[src/hdl/dtfd_pkg.sv]
// Package: shared constants and types for the double to decimal text converter.
`timescale 1ns / 1ps
package dtfd_pkg;
   localparam int INT_DIGITS  = 10;
   localparam int FRAC_DIGITS = 16;
   localparam int DEF_PREC    = 6;
   localparam int BUF_LEN     = INT_DIGITS + FRAC_DIGITS + 2;
   localparam int BUF_AW      = $clog2(BUF_LEN);
   localparam logic [63:0] INT_LIMIT = 64'h0000_0000_FFFF_FFFF;

   localparam logic [1:0] ST_NUMBER = 2'd0;
   localparam logic [1:0] ST_INF    = 2'd1;
   localparam logic [1:0] ST_NAN    = 2'd2;
   localparam logic [1:0] ST_BIG    = 2'd3;

   localparam logic [1:0] SIGN_NONE  = 2'd0;
   localparam logic [1:0] SIGN_MINUS = 2'd3;

   localparam logic [7:0] CH_ZERO = 8'h30;
   localparam logic [7:0] CH_NINE = 8'h39;
   localparam logic [7:0] CH_DOT  = 8'h2E;
   localparam logic [7:0] CH_ONE  = 8'h31;

   // one step of the shared times-ten unit
   typedef struct packed {
      logic [63:0] acc;
      logic [3:0]  digit;
   } ten_out_type;
endpackage

[src/hdl/dtfd_ten.sv]
// Shared unit: multiplies a Q0.64 accumulator by ten, returns carry digit.
`timescale 1ns / 1ps
module dtfd_ten (
   input  logic [63:0]               acc,
   output dtfd_pkg::ten_out_type     res
);
   logic [67:0] prod;
   assign prod = {1'b0, acc, 3'b000} + {3'b000, acc, 1'b0};
   assign res.acc = prod[63:0];
   assign res.digit = prod[67:64];
endmodule

[config.mk]
export PLATFORM = sky130hd
export DESIGN_NAME = dtfd_ten
export DESIGN_NICKNAME = d
export VERILOG_FILES = /design/src/hdl/dtfd_pkg.sv /design/src/hdl/dtfd_ten.sv
export SDC_FILE = /design/constraint.sdc
export NUM_CORES = 1
export LEC_CHECK = 0
export ABC_CLOCK_PERIOD_IN_PS = 12350
export BUFFER_PORTS_ARGS = -buffer_cell sky130_fd_sc_hd__buf_4
export CORE_MARGIN = 2
export CORE_UTILIZATION = 55
export DETAILED_ROUTE_END_ITERATION = 8
export GPL_ROUTABILITY_DRIVEN = 1
export MAX_ROUTING_LAYER = met4
export PLACE_DENSITY = 0.87
export SYNTH_ARGS = -nofsm -noshare
export SYNTH_HDL_FRONTEND = slang
export SYNTH_SLANG_ARGS = --single-unit
[constraint.sdc]
create_clock -name vclk -period 12.35
set_clock_uncertainty 0.2 [all_clocks]
set_input_delay 2.47 -clock vclk [all_inputs]
set_output_delay 2.47 -clock vclk [all_outputs]
set_load 0.05 [all_outputs]
Word level (Yosys, flattened, before mapping):

Cells that the tools add are included.

* $add $sub $neg: 1

Operator list (number)
* $add A67 B65 Y68: 1

* register bits after elaboration: 0
* logic and storage cells: 1
* output and inout port bits: 68

Longest topological paths before layout:

Gate-level depths: netlist (run 1).

* depth after elaboration: 1
* mapped depth: 12

Least setup slack after synthesis (run 1):

OpenSTA, ideal clock, no wires.

* path kind: input to output
* start: input acc[0]
* end: output res[1] (netlist bit)
* data arrival time: 5.587 ns
* path buffers: 0
* setup slack: 4.093 ns
* cell stages on the path: 12
* cell sequence: ha_1 > fa_1 > a21o_1 > a221oi_2 > o21ai_1 > a41oi_2 > a2111oi_0 > o21ai_1 > nand4_1 > a221oi_2 > a21oi_1 > xor2_1

RTL lines
* start: declaration: RTL line dtfd_ten.sv:4 `input logic [63:0] acc,`
* end: declaration: RTL line dtfd_ten.sv:5 `output dtfd_pkg::ten_out_type res`

==> results by group, run 1 <==
Timing
  – Setup TNS Final: 0 ps
  – Slew Limit Headroom: 47.24%
  – Worst slew pin tran: 771.4 ps
  – Max Slew Vio Count: 0
  – Setup violations, final: 0
  – Min Tclk post-route: 8352 ps
  – Final worst-path cycle share: 67.63%
  – Fin. Hold Viols: 0
  – FMAX: 119.7 MHz
  – RSZ-0062 raised after global routing: no

Layout
  – Synth-to-Final Area Change: 26.90%
  – Storage cell area: 0 um2
  – Cell area after layout: 4609 um2
  – Layout fillers: 537
  – Seq_cells: 0
  – Most common cell after layout, fill and taps aside: buf_4
  – Clkbuf count: 0
  – Commonest non-fill, non-tap cells in the layout: buf_4 (131), a21oi_1 (66), ha_1 (62)
  – Final #Nets: 761
  – Share of layout cells above drive strength 1: 23.42%
  – Number of diodes: 0

Routing
  – Via Count: 4430
  – Post-route DRC: 0
  – ANT nets after route: 0
  – Final WL: 11.55 mm
  – Via/cell ratio: 6.248
  – Wirelength per Cell: 16.29 um
  – Initial DRC count: 217
  – Drt first pass iters: 5

Status
  – Outcome: completed

Synthesis
  – Yosys cell types: 57
  – Area contributors post-synth: ha_1 (21%), a21oi_1 (9.1%), xnor2_1 (8.9%)
  – Synth area leader: ha_1
  – Seq/Total Area, Yosys: 0%
  – Synth warn: 0
  – Syn nets: 650
  – Post-synth top area share: 21.36%
  – Syn Area/Cell: 6.945 um2
  – Gate Count Post-Synth: 523
  – Post-Synthesis Cell Area: 3632 um2

Global route
  – Overflow left after global routing: 0
  – Initial antenna violation count: 0
  – Vias in the first global route: 4281
  – Largest net degree at the start of global routing: 10
  – GR Util All Layers: 30.96%
  – First-pass GRT wire length: 18.90 mm

Placement
  – IO buf count: 131
  – Post-DP HPWL: 9.893 mm
  – Routability cong.: 0.9687
  – Placed cell areas: 4609 um2

Setup path
  – CP arrival: 5680 ps
  – Crit end category: output pin
  – Setup crit start kind: primary input
  – CP Max Fanout: 4
  – Critical path type: in -> out
  – CP required: 9680 ps

Clock network
  – Cts repair resizes: 0
  – Post-CTS Setup Inserts: 0
  – Post-CTS Hold Fix Bufs: 0

Die
  – Die outline height: 85.27 um
  – Core Area: 6386 um2
  – Die Wd: 85.27 um
  – IO Pins: 132
  – Total Die Area: 7270 um2
  – Initial Utilization: 56.88%
  – FP Rows: 29

Pwr
  – Worst VDD drop: 0.00008101 V
  – Leakage: 2.235 nW
  – P per Cell Area: 103.4 nW/um2

Run
  – Max-cap violations: 0

Worst hold path
  – Hold Path Class: in -> out
-- report_power, final --
part           switching, mW  total, mW  internal (mW)
Clock                      0          0              0
Combinational          0.321      0.477          0.155
Sequential                 0          0              0
-- layer usage --
metal	track usage [%]	share of wire (%)	vias to the layer above
met5	-	0	-
met4	5.916	1.8	0
met3	1.848	6.1	20
met2	54.97	49	181
met1	38.76	43	2029
li1	-	-	2200
-- area by class of cell --
class / count / area, um2 / share of cell area, %
well taps: 77 / 96.34 / 2.090
multi-input cells: 487 / 3477 / 75.43
inverters: 14 / 52.55 / 1.140
repair buffers: 131 / 983.4 / 21.34
-- cell families (layout without fill, tap and decap cells) --
logic type      after synthesis  in the layout  share of synthesized area [%]
xor+xnor                     61             61                          14.71
fa+ha+maj                    63             63                          21.91
other cells                   1              1                         0.1032
buf+inv                      36            145                          4.271
compound gates              211            211                          39.30
simple gates                151            151                          19.70
-- critical path: stages --
cell and delay, ps:
buf_4 120, ha_1 220, fa_1 410, a21o_1 230
a221oi_2 350, o21ai_1 180, a41oi_2 290, a2111oi_0 210
o21ai_1 180, nand4_1 170, a221oi_2 330, a21oi_1 140
and3_1 190, buf_4 180
-- stage by stage --
stage	total power [mW]	cells	utilization, %	hold WS (ps)	worst slack, ps
after floorplan	0.3413	523	-	4907	4093
after global placement	0.4675	709	72.18	5006	4161
after detailed placement	0.4719	709	72.18	5014	4024
after CTS	0.4736	709	72.18	5014	4024
after global routing	0.5034	709	72.18	5024	3725
final	0.4766	709	72.18	5013	3998
-- worst paths after layout --
check,startpoint,to,slack (ps),depth (start not counted)
max,acc[0],res[3],4000,14
min,acc[0],res[5],5010,2
-- Yosys cell counts, drive strengths merged, types with 2 or more instances --
cell	n
or2	2
a31oi	11
nor4	4
o221ai	2
o2111ai	2
clkbuf	14
and4	4
nand4	15
o21a	9
nor2b	2
o41ai	2
and3	6
a21boi	3
a211o	2
nor3	8
a221oi	5
a41oi	2
a21oi	67
a21o	34
ha	62
a211oi	7
nand2	56
nand3	15
xnor2	37
or3	2
o21bai	6
inv	14
buf	8
o31ai	2
o22ai	3
nor2	33
o21ai	42
xor2	24
o211ai	4
and2	3
(Power assumes the default switching activity.)
==> inputs of run 2 (changes only) <==
- ABC_AREA: not set -> 1
- ABC_CLOCK_PERIOD_IN_PS: 12350 -> 7320
- CORE_UTILIZATION: 55 -> 53
- PLACE_DENSITY: 0.87 -> 0.81
- clock period: 12.35 -> 7.32 ns (I/O delays scaled with it)
==> results by group, run 2 <==
Die
  – Die outline height: 110.4 um
  – FP Rows: 38
  – Initial Utilization: 54.90%
  – Die Wd: 110.4 um
  – Core Area: 10940 um2
  – Total Die Area: 12190 um2
  – IO Pins: 132

Synthesis
  – XOR/XNOR share of the synthesized area: 4.523%
  – Largest family of logic cells by synthesized area: simple AND/OR/NAND/NOR gates
  – Cell with the most instances after synthesis: nand2_1
  – Syn nets: 1421
  – Synth Area in Simple Gates: 57.09%
  – Gate Count Post-Synth: 1294
  – Multiplexer share of the synthesized area: 0%
  – Area share of fa/ha/maj cells after synthesis: 13.26%
  – Syn Area/Cell: 4.639 um2
  – Synth cell count leaders: nand2_1 (591), inv_1 (315), nor2_1 (91), ha_1 (62), nand3_1 (48)
  – Yosys cell types: 26
  – Area contributors post-synth: nand2_1 (37%), inv_1 (20%), ha_1 (13%)
  – Post-Synthesis Cell Area: 6003 um2
  – Seq/Total Area, Yosys: 0%
  – Synth area leader: nand2_1
  – Synth Area in Compound Gates: 4.439%
  – Post-synth top area share: 36.95%
  – Synth warn: 0

Timing
  – RSZ-0062 raised after global routing: no
  – Fin. Hold Viols: 0
  – Setup TNS Final: 0 ps
  – Setup violations, final: 0
  – Min Tclk post-route: 5232 ps
  – Max Slew Vio Count: 0
  – FMAX: 191.1 MHz
  – Final worst-path cycle share: 71.47%

Worst hold path
  – Hold Path Class: in -> out

Setup path
  – CP required: 5660 ps
  – Crit end category: output pin
  – Critical path type: in -> out
  – CP Max Fanout: 4
  – Setup crit start kind: primary input
  – CP arrival: 3570 ps

Global route
  – First-pass GRT wire length: 32.73 mm
  – GR Util All Layers: 32.77%
  – Overflow left after global routing: 0
  – Met3 Track Usage GR: 1.262%
  – Vias in the first global route: 6814
  – Initial antenna violation count: 0
  – Largest net degree at the start of global routing: 7
  – Grt met2 use: 49.24%
  – Met1 Usage GRT: 50.17%
  – GR peak layer: met1

Run
  – Max-cap violations: 0

Pwr
  – P per Cell Area: 124.1 nW/um2
  – Worst VDD drop: 0.0001019 V
  – Leakage: 4.867 nW

Clock network
  – Cts repair resizes: 0
  – Post-CTS Hold Fix Bufs: 0
  – Post-CTS Setup Inserts: 0

Placement
  – Placed cell areas: 7139 um2
  – Post-DP HPWL: 18.35 mm
  – IO buf count: 131
  – Routability cong.: 1.026

Status
  – Outcome: completed

Layout
  – Final #Nets: 1551
  – Commonest non-fill, non-tap cells in the layout: nand2_1 (591), inv_1 (315), buf_4 (131)
  – Synth-to-Final Area Change: 18.92%
  – Cell area after layout: 7139 um2
  – Most common cell after layout, fill and taps aside: nand2_1
  – Number of diodes: 0
  – Share of layout cells above drive strength 1: 14.42%
  – Clkbuf count: 0
  – Seq_cells: 0
  – Storage cell area: 0 um2

Routing
  – Via Count: 7819
  – Post-route DRC: 0
  – Drt first pass iters: 7
  – ANT nets after route: 0
  – Final WL: 20.36 mm
  – Initial DRC count: 737
  – Wirelength per Cell: 13.04 um
  – Via/cell ratio: 5.006
[run 2: cell type report]
cell class	count	area, um2
fillers	1174	3796
inverters	324	1216
multi-input cells	967	4765
well taps	140	175.2
repair buffers	131	983.4
[run 2: power breakdown]
group,switching [mW],internal [mW]
registers,0,0
logic,0.623,0.263
clock network,0,0
[run 2: path summary, 6_finish.rpt]
path | from | to | slack, ps | cells after the start
setup / recovery | acc[0] | res[1] | 2090 | 16
hold / removal | acc[0] | res[5] | 3000 | 2
[run 2: layer usage]
layer | vias to the layer above | share of wire [%] | routed length [um]
met2 | 330 | 40 | 8231
met5 | - | 0 | 0
li1 | 4066 | - | -
met3 | 22 | 8.6 | 1742
met4 | 0 | 1.4 | 286
met1 | 3401 | 50 | 10100
[run 2: logic make-up after synthesis]
| kind of cell | after synthesis |
|---|---|
| simple gates | 820 |
| buf+inv | 327 |
| fa+ha+maj | 63 |
| compound gates | 52 |
| xor+xnor | 31 |
| other cells | 1 |
[run 2: critical path, stage by stage]
cell and delay, ps:
buf_4 110, ha_1 240, fa_1 460, nand3_1 130, nand3_2 140, nand2_1 90
nand2_1 140, nand2_1 100, nand2_1 90, nand2_1 80, nand2_2 90, nand2_1 90
nand2_1 50, nand2_1 60, nand2_1 50, buf_4 180
[run 2: through the flow]
stage | hold slack [ps] | worst slack [ps] | cells | util, % | power [mW]
after floorplan | 2895 | 2196 | 1294 | - | 0.6164
after CTS | 2998 | 2133 | 1562 | 65.29 | 0.8757
after detailed placement | 2998 | 2138 | 1562 | 65.29 | 0.8726
final | 2997 | 2088 | 1562 | 65.29 | 0.8859
after global placement | 2994 | 2181 | 1562 | 65.29 | 0.8702
after global routing | 3002 | 1921 | 1562 | 65.29 | 0.9497
